## src/hw/rtl/acs_pkg.sv

```systemverilog
`default_nettype none
// ----------------------------------------------------------------------------
// acs_pkg
// Shared widths, codes and control structures of the Allen-Cahn stencil
// right-hand-side block.
// ----------------------------------------------------------------------------
package acs_pkg;

  localparam int unsigned MaxNodes = 1024;
  localparam int unsigned IdxW     = $clog2(MaxNodes);
  localparam int unsigned CountW   = IdxW + 1;

  localparam int unsigned SampleW  = 18;  // Q3.14
  localparam int unsigned GainW    = 32;  // unsigned Q16.16
  localparam int unsigned RateW    = 32;  // Q17.14
  localparam int unsigned CfgIdxW  = 1;
  localparam int unsigned CfgDataW = 32;

  localparam int unsigned LapW     = SampleW + 2;
  localparam int unsigned DiffW    = LapW + GainW + 1;
  localparam int unsigned SqW      = 2 * SampleW;
  localparam int unsigned CubeW    = 3 * SampleW;
  localparam int unsigned AccW     = CubeW + 2;
  localparam int unsigned CubeDrop = 12;  // Q.42 to Q.30
  localparam int unsigned FracDrop = 16;  // Q.30 to Q.14
  localparam int unsigned RndW     = AccW - FracDrop;

  typedef enum logic [CfgIdxW-1:0] {
    RegGain      = 1'b0,
    RegNodeCount = 1'b1
  } cfg_reg_e;

  // Which of the two possible results of one beat is being worked on.
  typedef enum logic {
    JobInner = 1'b0,
    JobFinal = 1'b1
  } job_e;

  typedef struct packed {
    logic accept;
    job_e sel;
    logic mul1_en;
    logic mul2_en;
    logic sum_en;
    logic rnd_en;
  } acs_cmd_t;

  typedef struct packed {
    logic has_inner;
    logic has_final;
  } acs_status_t;

endpackage
`default_nettype wire

```

## src/hw/rtl/acs_ctrl.sv

```systemverilog
`default_nettype none
// ----------------------------------------------------------------------------
// acs_ctrl
// Sequencer: takes one input beat, then steps the shared datapath through
// up to two results and holds each one until the receiver takes it.
// ----------------------------------------------------------------------------
module acs_ctrl (
  input  logic                clk_i,
  input  logic                rst_ni,
  input  logic                in_valid_i,
  output logic                in_ready_o,
  output logic                out_valid_o,
  input  logic                out_ready_i,
  input  acs_pkg::acs_status_t status_i,
  output acs_pkg::acs_cmd_t   cmd_o
);
  import acs_pkg::*;

  typedef enum logic [6:0] {
    StIdle     = 7'b0000001,
    StDispatch = 7'b0000010,
    StMul1     = 7'b0000100,
    StMul2     = 7'b0001000,
    StSum      = 7'b0010000,
    StRnd      = 7'b0100000,
    StOut      = 7'b1000000
  } state_e;

  state_e state_q, state_d;
  job_e   sel_q, sel_d;

  always_comb begin
    state_d = state_q;
    sel_d   = sel_q;
    cmd_o   = '0;
    cmd_o.sel = sel_q;
    unique case (state_q)
      StIdle: begin
        if (in_valid_i) begin
          cmd_o.accept = 1'b1;
          state_d      = StDispatch;
        end
      end
      StDispatch: begin
        priority if (status_i.has_inner) begin
          sel_d   = JobInner;
          state_d = StMul1;
        end else if (status_i.has_final) begin
          sel_d   = JobFinal;
          state_d = StMul1;
        end else begin
          state_d = StIdle;
        end
      end
      StMul1: begin
        cmd_o.mul1_en = 1'b1;
        state_d       = StMul2;
      end
      StMul2: begin
        cmd_o.mul2_en = 1'b1;
        state_d       = StSum;
      end
      StSum: begin
        cmd_o.sum_en = 1'b1;
        state_d      = StRnd;
      end
      StRnd: begin
        cmd_o.rnd_en = 1'b1;
        state_d      = StOut;
      end
      StOut: begin
        if (out_ready_i) begin
          if (sel_q == JobInner && status_i.has_final) begin
            sel_d   = JobFinal;
            state_d = StMul1;
          end else begin
            state_d = StIdle;
          end
        end
      end
      default: state_d = StIdle;
    endcase
  end

  always_ff @(posedge clk_i or negedge rst_ni) begin
    if (!rst_ni) begin
      state_q <= StIdle;
      sel_q   <= JobInner;
    end else begin
      state_q <= state_d;
      sel_q   <= sel_d;
    end
  end

  assign in_ready_o  = (state_q == StIdle);
  assign out_valid_o = (state_q == StOut);

endmodule
`default_nettype wire

```

## src/hw/rtl/acs_datapath.sv

```systemverilog
`default_nettype none
// ----------------------------------------------------------------------------
// acs_datapath
// Configuration registers, two-sample delay line, node counter and the
// shared Laplacian / cubic arithmetic with rounding and saturation.
// ----------------------------------------------------------------------------
module acs_datapath (
  input  logic                                 clk_i,
  input  logic                                 rst_ni,
  input  logic                                 cfg_we_i,
  input  logic [acs_pkg::CfgIdxW-1:0]          cfg_index_i,
  input  logic [acs_pkg::CfgDataW-1:0]         cfg_data_i,
  input  logic signed [acs_pkg::SampleW-1:0]   sample_i,
  input  logic                                 compute_flag_i,
  input  acs_pkg::acs_cmd_t                    cmd_i,
  output acs_pkg::acs_status_t                 status_o,
  output logic signed [acs_pkg::RateW-1:0]     rate_o,
  output logic [acs_pkg::IdxW-1:0]             node_index_o,
  output logic                                 run_last_o,
  output logic                                 vector_last_o
);
  import acs_pkg::*;

  // Configuration.
  logic [GainW-1:0]  gain_q;
  logic [CountW-1:0] ncount_q;

  always_ff @(posedge clk_i or negedge rst_ni) begin
    if (!rst_ni) begin
      gain_q   <= '0;
      ncount_q <= CountW'(2);
    end else if (cfg_we_i) begin
      unique case (cfg_reg_e'(cfg_index_i))
        RegGain:      gain_q   <= cfg_data_i[GainW-1:0];
        RegNodeCount: ncount_q <= cfg_data_i[CountW-1:0];
        default: ;
      endcase
    end
  end

  // Index of the final node, with the node count clamped to its legal range.
  logic [IdxW-1:0] last_idx;
  always_comb begin
    if (ncount_q < CountW'(2)) begin
      last_idx = IdxW'(1);
    end else if (ncount_q > CountW'(MaxNodes)) begin
      last_idx = IdxW'(MaxNodes - 1);
    end else begin
      last_idx = IdxW'(ncount_q - CountW'(1));
    end
  end

  // Delay line and node counter.
  logic signed [SampleW-1:0] prev_q, older_q;
  logic                      pflag_q;
  logic [IdxW-1:0]           cnt_q;
  logic                      is_last;

  assign is_last = (cnt_q >= last_idx);

  // Operands of the beat in progress.
  logic signed [SampleW-1:0] j_left_q, j_mid_q, j_new_q;
  logic [IdxW-1:0]           j_idx_q;
  logic                      has_inner_q, has_final_q;

  always_ff @(posedge clk_i or negedge rst_ni) begin
    if (!rst_ni) begin
      prev_q      <= '0;
      older_q     <= '0;
      pflag_q     <= 1'b0;
      cnt_q       <= '0;
      has_inner_q <= 1'b0;
      has_final_q <= 1'b0;
    end else if (cmd_i.accept) begin
      prev_q      <= sample_i;
      older_q     <= prev_q;
      pflag_q     <= compute_flag_i;
      cnt_q       <= is_last ? '0 : cnt_q + IdxW'(1);
      has_inner_q <= (cnt_q != '0) && pflag_q;
      has_final_q <= is_last && compute_flag_i;
    end
  end

  // The first node mirrors its right neighbour, the incoming sample, as its left neighbour.
  always_ff @(posedge clk_i) begin
    if (cmd_i.accept) begin
      j_left_q <= (cnt_q == IdxW'(1)) ? sample_i : older_q;
      j_mid_q  <= prev_q;
      j_new_q  <= sample_i;
      j_idx_q  <= cnt_q;
    end
  end

  assign status_o.has_inner = has_inner_q;
  assign status_o.has_final = has_final_q;

  // Stencil operands of the selected result.
  logic signed [SampleW-1:0] op_l, op_c, op_r;
  logic [IdxW-1:0]           op_idx;

  always_comb begin
    unique case (cmd_i.sel)
      JobInner: begin
        op_l   = j_left_q;
        op_c   = j_mid_q;
        op_r   = j_new_q;
        op_idx = j_idx_q - IdxW'(1);
      end
      JobFinal: begin
        op_l   = j_mid_q;
        op_c   = j_new_q;
        op_r   = j_mid_q;
        op_idx = j_idx_q;
      end
      default: begin
        op_l   = j_left_q;
        op_c   = j_mid_q;
        op_r   = j_new_q;
        op_idx = j_idx_q;
      end
    endcase
  end

  // First multiply stage: gain times Laplacian, and the square of the centre.
  logic signed [LapW-1:0]  lap;
  logic signed [DiffW-1:0] diff_d, diff_q;
  logic signed [SqW-1:0]   sq_d, sq_q;
  logic signed [GainW:0]   gain_s;

  assign gain_s = $signed({1'b0, gain_q});
  assign lap    = {{2{op_l[SampleW-1]}}, op_l} + {{2{op_r[SampleW-1]}}, op_r}
                - {op_c[SampleW-1], op_c, 1'b0};

  always_comb begin
    diff_d = lap * gain_s;
    sq_d   = op_c * op_c;
  end

  // Second multiply stage: the cube of the centre.
  logic signed [CubeW-1:0] cube_d, cube_q;
  always_comb cube_d = sq_q * op_c;

  // Sum in Q.30; the cube is floored to Q.30 and its dropped bits remembered
  // so that rounding can treat the exact value.
  logic signed [AccW-1:0] acc_d, acc_q;
  logic signed [AccW-1:0] diff_ext, cen_ext, cq_ext;
  logic                   rem_d, rem_q;

  always_comb begin
    diff_ext = {{(AccW-DiffW){diff_q[DiffW-1]}}, diff_q};
    cen_ext  = {{(AccW-SampleW-FracDrop){op_c[SampleW-1]}}, op_c, {FracDrop{1'b0}}};
    cq_ext   = {{(AccW-CubeW+CubeDrop){cube_q[CubeW-1]}}, cube_q[CubeW-1:CubeDrop]};
    acc_d    = diff_ext + cen_ext - cq_ext;
    rem_d    = |cube_q[CubeDrop-1:0];
  end

  // Round half up to Q.14, then saturate.
  logic signed [AccW-1:0]  bias, rnd_sum;
  logic signed [RndW-1:0]  rnd;
  logic signed [RateW-1:0] sat;

  always_comb begin
    bias    = {{(AccW-FracDrop){1'b0}}, 1'b1, {(FracDrop-1){1'b0}}};
    rnd_sum = acc_q + bias - {{(AccW-1){1'b0}}, rem_q};
    rnd     = rnd_sum[AccW-1:FracDrop];
    if (&rnd[RndW-1:RateW-1] || ~|rnd[RndW-1:RateW-1]) begin
      sat = rnd[RateW-1:0];
    end else if (rnd[RndW-1]) begin
      sat = {1'b1, {(RateW-1){1'b0}}};
    end else begin
      sat = {1'b0, {(RateW-1){1'b1}}};
    end
  end

  always_ff @(posedge clk_i) begin
    if (cmd_i.mul1_en) begin
      diff_q <= diff_d;
      sq_q   <= sq_d;
    end
    if (cmd_i.mul2_en) begin
      cube_q <= cube_d;
    end
    if (cmd_i.sum_en) begin
      acc_q <= acc_d;
      rem_q <= rem_d;
    end
    if (cmd_i.rnd_en) begin
      rate_o        <= sat;
      node_index_o  <= op_idx;
      run_last_o    <= (cmd_i.sel == JobFinal) || !has_final_q;
      vector_last_o <= (cmd_i.sel == JobFinal);
    end
  end

endmodule
`default_nettype wire

```

## src/hw/rtl/allen_cahn_stencil_rhs.sv

```systemverilog
`default_nettype none
// ----------------------------------------------------------------------------
// allen_cahn_stencil_rhs
// Streaming right-hand side of the 1-D Allen-Cahn equation with Neumann ends.
// ----------------------------------------------------------------------------
// Grid values enter on the input channel (sample_i, compute_flag_i), one node
// per beat in node order. The rate of node i-1 is produced when node i
// arrives; the final node of a vector may produce a second rate for itself.
// Each result beat carries rate_o (Q17.14, saturated), node_index_o,
// run_last_o (last result of that input beat) and vector_last_o.
// The gain and node count are written through the cfg port; the user must
// write them only while idle, as the block itself does not enforce this.
// One input beat is taken, then the shared datapath runs its two multiply
// stages, the sum and the rounding for each result in turn. The centre-cube
// multiplies are chained and feed one adder in a single shared datapath.
// A result is held in the output register until taken; no new input is
// accepted meanwhile. Reset clears the delay line, the node counter and the
// configuration (gain 0, node count 2).
// ----------------------------------------------------------------------------
module allen_cahn_stencil_rhs (
  input  logic                                 clk_i,
  input  logic                                 rst_ni,
  input  logic                                 cfg_we_i,
  input  logic [acs_pkg::CfgIdxW-1:0]          cfg_index_i,
  input  logic [acs_pkg::CfgDataW-1:0]         cfg_data_i,
  input  logic                                 in_valid_i,
  output logic                                 in_ready_o,
  input  logic signed [acs_pkg::SampleW-1:0]   sample_i,
  input  logic                                 compute_flag_i,
  output logic                                 out_valid_o,
  input  logic                                 out_ready_i,
  output logic signed [acs_pkg::RateW-1:0]     rate_o,
  output logic [acs_pkg::IdxW-1:0]             node_index_o,
  output logic                                 run_last_o,
  output logic                                 vector_last_o
);
  import acs_pkg::*;

  acs_cmd_t    cmd;
  acs_status_t status;

  acs_ctrl u_ctrl (
    .clk_i       (clk_i),
    .rst_ni      (rst_ni),
    .in_valid_i  (in_valid_i),
    .in_ready_o  (in_ready_o),
    .out_valid_o (out_valid_o),
    .out_ready_i (out_ready_i),
    .status_i    (status),
    .cmd_o       (cmd)
  );

  acs_datapath u_datapath (
    .clk_i          (clk_i),
    .rst_ni         (rst_ni),
    .cfg_we_i       (cfg_we_i),
    .cfg_index_i    (cfg_index_i),
    .cfg_data_i     (cfg_data_i),
    .sample_i       (sample_i),
    .compute_flag_i (compute_flag_i),
    .cmd_i          (cmd),
    .status_o       (status),
    .rate_o         (rate_o),
    .node_index_o   (node_index_o),
    .run_last_o     (run_last_o),
    .vector_last_o  (vector_last_o)
  );

  // The block works on one beat at a time.
  a_one_side: assert property (@(posedge clk_i) disable iff (!rst_ni)
    !(in_ready_o && out_valid_o))
    else $error("input ready while a result is pending");

  // The final node's own rate always closes its input beat.
  a_final_closes: assert property (@(posedge clk_i) disable iff (!rst_ni)
    out_valid_o && vector_last_o |-> run_last_o)
    else $error("final-node result not marked as last of its beat");

  a_busy_after_accept: assert property (@(posedge clk_i) disable iff (!rst_ni)
    in_valid_i && in_ready_o |=> !in_ready_o)
    else $error("input taken in consecutive cycles");

  // A second result is still owed, so no new input may be taken.
  a_second_owed: assert property (@(posedge clk_i) disable iff (!rst_ni)
    out_valid_o && out_ready_i && !run_last_o |=> !in_ready_o)
    else $error("input accepted before the second result");

endmodule
`default_nettype wire
```

## config.mk

```make
export PLATFORM = sky130hd
export DESIGN_NAME = allen_cahn_stencil_rhs
export DESIGN_NICKNAME = d
export VERILOG_FILES = /design/src/hw/rtl/acs_pkg.sv /design/src/hw/rtl/acs_ctrl.sv /design/src/hw/rtl/acs_datapath.sv /design/src/hw/rtl/allen_cahn_stencil_rhs.sv
export SDC_FILE = /design/constraint.sdc
export NUM_CORES = 2
export LEC_CHECK = 0
export BUFFER_PORTS_ARGS = -buffer_cell sky130_fd_sc_hd__buf_2
export CELL_PAD_IN_SITES_DETAIL_PLACEMENT = 1
export CELL_PAD_IN_SITES_GLOBAL_PLACEMENT = 1
export CORE_UTILIZATION = 25
export DETAILED_ROUTE_END_ITERATION = 16
export GPL_TIMING_DRIVEN = 0
export PLACE_DENSITY_LB_ADDON = 0.15
export SYNTH_ARGS = -nofsm -noshare
export SYNTH_HDL_FRONTEND = slang
export SYNTH_SLANG_ARGS = --single-unit
```

## constraint.sdc

```tcl
create_clock -name clk_i -period 14 [get_ports clk_i]
set_clock_uncertainty 0.1 [all_clocks]
set_input_delay 0.7 -clock clk_i [delete_from_list [all_inputs] [get_ports clk_i]]
set_output_delay 0.7 -clock clk_i [all_outputs]
set_load 0.05 [all_outputs]
```

**Word level (Yosys, flattened, before mapping)**

Cells that the tools add are included.

- Reduce and logical (&&, ||, !) cells: 16
- Magnitude comparators: 3
- Add/sub/neg operators: 9
- Bitwise logic cells: 2
- Mux-type cells: 27
- $mul: 3
- Equality and inequality tests: 12

Operator list:

| cell | number |
|---|---|
| one-hot mux 18 bit (2 select lines) | 3 |
| 2-to-1 mux 32 bit | 2 |
| adder 56 x 16 -> 56 bit, second input constant | 1 |
| subtractor 56 x 1 -> 56 bit | 1 |
| subtractor 54 x 42 -> 55 bit | 1 |
| adder 53 x 34 -> 54 bit | 1 |
| multiplier 36 x 18 -> 54 bit | 1 |
| multiplier 20 x 33 -> 53 bit | 1 |
| one-hot mux 7 bit (7 select lines) | 1 |
| multiplier 18 x 18 -> 36 bit | 1 |
| 2-to-1 mux 10 bit | 3 |
| one-hot mux 10 bit (2 select lines) | 1 |
| subtractor 10 x 1 -> 10 bit, second input constant | 2 |
| subtractor 19 x 19 -> 20 bit | 1 |
| adder 18 x 18 -> 19 bit | 1 |
| 2-to-1 mux 18 bit | 1 |
| 2-to-1 mux 7 bit | 2 |
| OR reduction 12 bit | 1 |
| greater-than comparator 11 bit, second input constant | 1 |
| < comparator 11 x 2 -> 1 bit, second input constant | 1 |
| adder 10 x 1 -> 10 bit, second input constant | 1 |
| equality test 10 x 1 -> 1 bit, second input constant | 1 |
| greater-or-equal comparator 10 bit | 1 |
| 2-to-1 mux 1 bit | 10 |
| 22 further kinds | 32 |

- Logic and storage cells: 95
- Output and inout bits: 46
- Input port bits: 57
- Register bits: 408

**Logic depth before layout (Yosys ltp)**

- Depth after elaboration: 6
- Gate-level depth with buffers: 45
- Gate-level depth less buffers: 40

**Hierarchy**

From an unflattened synthesis, not the netlist that was laid out.

- Cells, all modules: 7929
- Area, all modules: 75900.3 um2

Modules (own cells, without submodules):

| module | cells an instance | area an instance (um2) | times used | seq. area each (um2) |
|---|---|---|---|---|
| acs_datapath | 7874 | 75392.3 | 1 | 11492.3 |
| acs_ctrl | 55 | 508.0 | 1 | 201.4 |

**Least setup slack after synthesis**

Ideal clock, no wire load.

- Path type: register -> register
- Start point: register u_ctrl.sel_q
- End point: register u_datapath.diff_q[52], data pin
- Stages on the path, launching flop included: 42
- Clock period less this slack: 11.139 ns
- Data required time: 13.640 ns
- Arrival: 10.779 ns
- Setup slack: 2.861 ns
- Setup time: 0.260 ns
- Buffers on the path: 5
- Path through: dfrtp_1 clkbuf_1 buf_1 mux2i_1 clkinv_1 clkbuf_1 fa_1 inv_1 ha_1 inv_1 o21ai_1 a2111oi_2 nor3_1 o31a_1 a211o_1 a31o_1 a21oi_1 xnor2_1 [... 6 more ...] fa_1 fa_1 inv_1 fa_1 inv_1 ha_1 clkbuf_1 a21o_1 a21o_1 a21oi_1 nand4_1 o211a_1 a211o_1 a41oi_1 o211ai_1 a31o_2 a21oi_1 xnor2_1

- Word-level cells in the longest chain between the ends: 5
- Elaborated cells between the ends (all ways): 7
- Classes of those cells: add/sub (2); mul (1); mux (3); bitwise (1)

Ends and longest elaborated chain:

| item | line | RTL |
|---|---|---|
| start, declared | acs_ctrl.sv:30 | `job_e sel_q, sel_d;` |
| start signal, assigned | acs_ctrl.sv:88 | `sel_q <= JobInner;` |
| start signal, assigned | acs_ctrl.sv:91 | `sel_q <= sel_d;` |
| inverter 1 bit | acs_datapath.sv:102 | `unique case (cmd_i.sel)` |
| one-hot mux 18 bit (2 select lines) | acs_datapath.sv:102 |  |
| adder 18 x 18 -> 19 bit | acs_datapath.sv:131 | `assign lap = {{2{op_l[SampleW-1]}}, op_l} + {{2{op_r[SampleW-1]}}, op_r}` |
| subtractor 19 x 19 -> 20 bit * | acs_datapath.sv:132 | `- {op_c[SampleW-1], op_c, 1'b0};` |
| multiplier 20 x 33 -> 53 bit * | acs_datapath.sv:135 | `diff_d = lap * gain_s;` |
| named net u_datapath.diff_d[52] | acs_datapath.sv:126 | `logic signed [DiffW-1:0] diff_d, diff_q;` |
| end signal, assigned | acs_datapath.sv:177 | `diff_q <= diff_d;` |
| end, declared | acs_datapath.sv:126 |  |

The timed path passes the listed nets; every way through them passes the cells marked *.
A chain may end at the register's enable or synchronous reset.

**Final worst setup path**

- Start point: register u_ctrl.sel_q
- End point: register u_datapath.diff_q[51], data pin

The elaborated chain is that of the path after synthesis.

==> impl_summary.log <==
[metrics] status: finished clean
[metrics] area of the core: 0.303 sq mm
[metrics] remaining antenna violation count: 0
[metrics] Clock H-tree levels: 2
[metrics] setup slack on the worst flop-to-flop path: 0.46 ns
[metrics] filler cell count in the final layout: 35029
[metrics] delay contributed by the slowest stage of the critical path: 0.67 ns
[metrics] Multi-input gate area: 0.0563 sq mm
[metrics] count of TritonRoute iterations in the first routing pass: 5
[metrics] dominant cell by count in the synthesized netlist: sky130_fd_sc_hd__inv_1
[metrics] All-Layer GR Usage: 18.2%
[metrics] average wire length per cell after detail routing: 22.3 um
[metrics] Final TNS setup: 0 ns
[metrics] number of cells produced by synthesis: 8058
[metrics] part of the cycle the worst path needs: 96.7%
[metrics] cell taking the most area after synthesis: sky130_fd_sc_hd__fa_1
[metrics] number of enable-type register cells in the synthesized netlist: 306
[metrics] count of vias placed by the detailed router: 54694
[metrics] FF+latch area: 0.0117 sq mm
[metrics] top cell types by occurrence after synthesis: 1863 x sky130_fd_sc_hd__inv_1, 1508 x sky130_fd_sc_hd__fa_1, 1218 x sky130_fd_sc_hd__nand2_1
[metrics] nets@finish: 10408
[metrics] horizontal die dimension: 554 um
[metrics] die area: 0.307 sq mm
[metrics] shortest clock period the worst path allows after layout: 13.54 ns
[metrics] critical path launch point type: flip-flop
[metrics] Clock Tree Buf Depth: 3
[metrics] arrival time of data at the critical path endpoint: 13.88 ns
[metrics] PortBufs: 102
[metrics] class of the tightest hold or removal check: primary input to flip-flop
[metrics] pin count of the biggest net entering global routing: 81
[metrics] worst r2r path cells: 36
[metrics] growth of design area from synthesis to finish: 10.8%
[metrics] fraction of registers with async set/reset: 24.6%
[metrics] actual transition at the worst max-transition pin: 1.41 ns
[metrics] Placed Cells: 12185
[metrics] largest driver fanout on the critical path: 12
[metrics] placer's final routability congestion estimate: 0.843
[metrics] data required time at the worst endpoint: 14.34 ns
[metrics] kind of end point of the critical path: flip-flop
[metrics] count of buffer and inverter cells on the critical path: 8
[metrics] area share of the largest cell type after synthesis: 39.7%
[metrics] total routed wirelength: 274000 um
[metrics] max-slew violations: 0
[metrics] predominant post-synthesis flop cell: sky130_fd_sc_hd__edfxtp_1
[metrics] clock tree from TritonCTS: yes
[metrics] number of global-route vias before repair: 62079
[metrics] Mapped Avg Cell Area: 9.44 sq um
[metrics] Ports: 103
[metrics] number of antenna violations at the first check in global routing: 38
[metrics] number of distinct library cells after synthesis: 94
[metrics] number of remaining DRC errors: 0
[metrics] post-synthesis sequential area ratio: 15.4%
[metrics] clock root buffer master: sky130_fd_sc_hd__clkbuf_16
[metrics] number of clock sinks: 406
[metrics] Die H: 554 um
[metrics] final setup violation count: 0
[metrics] mapped cell area: 0.0761 sq mm
[metrics] Setup WS pre-CTS: -2.36 ns
[metrics] Crit Path Class: flip-flop to flip-flop
[metrics] number of vias per cell after detailed routing: 4.45
[metrics] synthesized flop and latch total: 406
[metrics] unrepaired setup endpoints after global routing: false
[metrics] dominant delay contributor by cell family on the critical path: adder cells
[metrics] worst rel slew slack: 5.47%
[metrics] global route total overflow: 0
[metrics] clock slew seen by the registers of the worst setup and hold paths: 0.07 ns
[metrics] critical path's most frequent cell: sky130_fd_sc_hd__fa_1
[metrics] final cell count without fillers: 12290
[metrics] cells taking the most area after synthesis: sky130_fd_sc_hd__fa_1 40%, sky130_fd_sc_hd__edfxtp_1 12%, sky130_fd_sc_hd__ha_1 9.6%
[metrics] number of endpoints with negative hold slack in the final report: 0
[metrics] setup ws final: 0.464 ns
[metrics] yosys warns: 0
[metrics] Initial Utilization: 25.1%
[metrics] cell depth of the worst min-delay path: 3
[metrics] fraction of final layout cells sized beyond drive strength 1: 4.97%
[metrics] TritonCTS buffer count: 55
[metrics] insertion delay to the later sink of the worst-skew pair: 0.70 ns
[metrics] # rows: 202
[metrics] max_cap viols: 0
[metrics] detailed placer's ending HPWL: 232000 um
[metrics] Iteration-0 DRC Markers: 2493
[metrics] total number of cells along the worst setup path: 36
[metrics] Peak Freq: 73.9 MHz
[metrics] global-route wire length before repair: 412000 um
[metrics] critical path's slowest cell: sky130_fd_sc_hd__fa_1
[metrics] end-of-flow core utilization: 27.9%
-- worst register-to-register path, delay by kind of cell (launching register included) --
| family | cells | cell delay, ns |
|---|---|---|
| buffers and inverters | 8 | 2.37 |
| and+or+nand+nor | 2 | 0.46 |
| AOI/OAI and AO/OA | 13 | 3.92 |
| DFF | 1 | 0.65 |
| muxes | 1 | 0.49 |
| xor gates and xnor gates | 2 | 0.43 |
| adders and majority gates | 10 | 4.86 |
-- logic make-up after synthesis --
| kind of cell | synth area share [%] |
|---|---|
| AO/OA/AOI/OAI | 6.66 |
| XOR/XNOR | 3.03 |
| adder cells (fa/ha/maj) | 49.2 |
| buffers and inverters | 11.0 |
| flip-flops | 15.4 |
| multiplexers | 1.64 |
| other | 0.00987 |
| AND/OR/NAND/NOR | 13.0 |
-- per-stage QoR --
step                      hold slack, ns  instance area [sq um]
after floorplan                    0.304                  76100
after CTS                         0.0379                  84300
final                              0.108                  84300
after global placement             0.345                  81600
after global routing              0.0710                  84300
after detailed placement           0.350                  82200
-- area by class of cell --
| class | count | share of cell area (%) |
|---|---|---|
| multi-input combinational | 5449 | 66.8 |
| inverter | 1874 | 8.36 |
| clock inverter | 28 | 0.386 |
| antenna | 5 | 0.0148 |
| buffer | 340 | 1.64 |
| tap | 3978 | 5.90 |
| clock buffer | 75 | 1.90 |
| sequential | 406 | 13.9 |
| timing repair buffer | 135 | 1.17 |
-- state kept, by name, indices dropped and copies added, names as in the netlist --
register                  flops
u_datapath.prev_q            18
u_datapath.j_left_q          18
u_datapath.cnt_q             10
u_datapath.pflag_q            1
u_datapath.j_idx_q           10
u_datapath.run_last_o         1
u_datapath.ncount_q          11
u_datapath.acc_q             55
u_datapath.diff_q            53
u_datapath.has_inner_q        1
u_datapath.vector_last_o      1
u_datapath.cube_q            54
u_datapath.j_mid_q           18
u_ctrl.sel_q                  1
u_datapath.has_final_q        1
u_datapath.j_new_q           18
u_datapath.sq_q              35
u_datapath.older_q           18
u_datapath.node_index_o      10
u_datapath.rate_o            32
u_datapath.gain_q            32
u_ctrl.state_q                7
u_datapath.rem_q              1
-- per-layer routing --
layer	track usage, %	vias up	part of all wire (%)
met5	0	-	0.029
met4	3.07	12	1.6
met3	1.73	172	3.4
met2	31.2	853	48
met1	25.0	28831	47
li1	-	24826	-
-- placed cells by master, fill, tap and decap left out, types with 33 or more instances in the layout --
cell type                   count
sky130_fd_sc_hd__nand4_1       33
sky130_fd_sc_hd__edfxtp_1     306
sky130_fd_sc_hd__o21a_1        43
sky130_fd_sc_hd__clkbuf_1     261
sky130_fd_sc_hd__xnor2_1      179
sky130_fd_sc_hd__buf_2        107
sky130_fd_sc_hd__and2_1       338
sky130_fd_sc_hd__ha_1         582
sky130_fd_sc_hd__clkbuf_16     56
sky130_fd_sc_hd__nand2b_1      82
sky130_fd_sc_hd__fa_1        1508
sky130_fd_sc_hd__o21ai_0      143
sky130_fd_sc_hd__a21o_1       121
sky130_fd_sc_hd__o21bai_1      34
sky130_fd_sc_hd__inv_1       1862
sky130_fd_sc_hd__nor2_1       233
sky130_fd_sc_hd__buf_1         38
sky130_fd_sc_hd__xor2_1        73
sky130_fd_sc_hd__nand2_1     1218
sky130_fd_sc_hd__mux2_2        62
sky130_fd_sc_hd__mux2i_1       44
sky130_fd_sc_hd__o21ai_1       38
sky130_fd_sc_hd__nand3_1       52
sky130_fd_sc_hd__dfrtp_1       97
sky130_fd_sc_hd__a21oi_1      226
sky130_fd_sc_hd__nor3_1        50
sky130_fd_sc_hd__nor2b_1       65
-- worst paths after layout --
check	from	end
worst min-delay path	compute_flag_i	u_datapath.pflag_q$_DFFE_PN0P_
worst min register to register	u_datapath.older_q[3]$_DFFE_PN0P_	u_datapath.older_q[3]$_DFFE_PN0P_
max in group asynchronous	rst_ni	u_ctrl.sel_q$_DFFE_PN0P_
worst max-delay path	u_ctrl.sel_q$_DFFE_PN0P_	u_datapath.diff_q[51]$_DFFE_PP_
worst max register to register	u_ctrl.sel_q$_DFFE_PN0P_	u_datapath.diff_q[51]$_DFFE_PP_
min in group asynchronous	rst_ni	u_datapath.gain_q[14]$_DFFE_PN0P_
-- repair_timing --
| action | CTS | global route |
|---|---|---|
| buffers inserted | 0 | 0 |
| endpoints found under the setup margin | 35 | 8 |
| resized for setup | 37 | 30 |
| hold endpoints to repair | 20 | 0 |
| pin swaps | 0 | 0 |
| gates cloned | 0 | 0 |
| hold buffers | 1 | 0 |
Power is not shown: default switching activity piles up to over one toggle a cycle in this logic, so the estimate is an artifact.
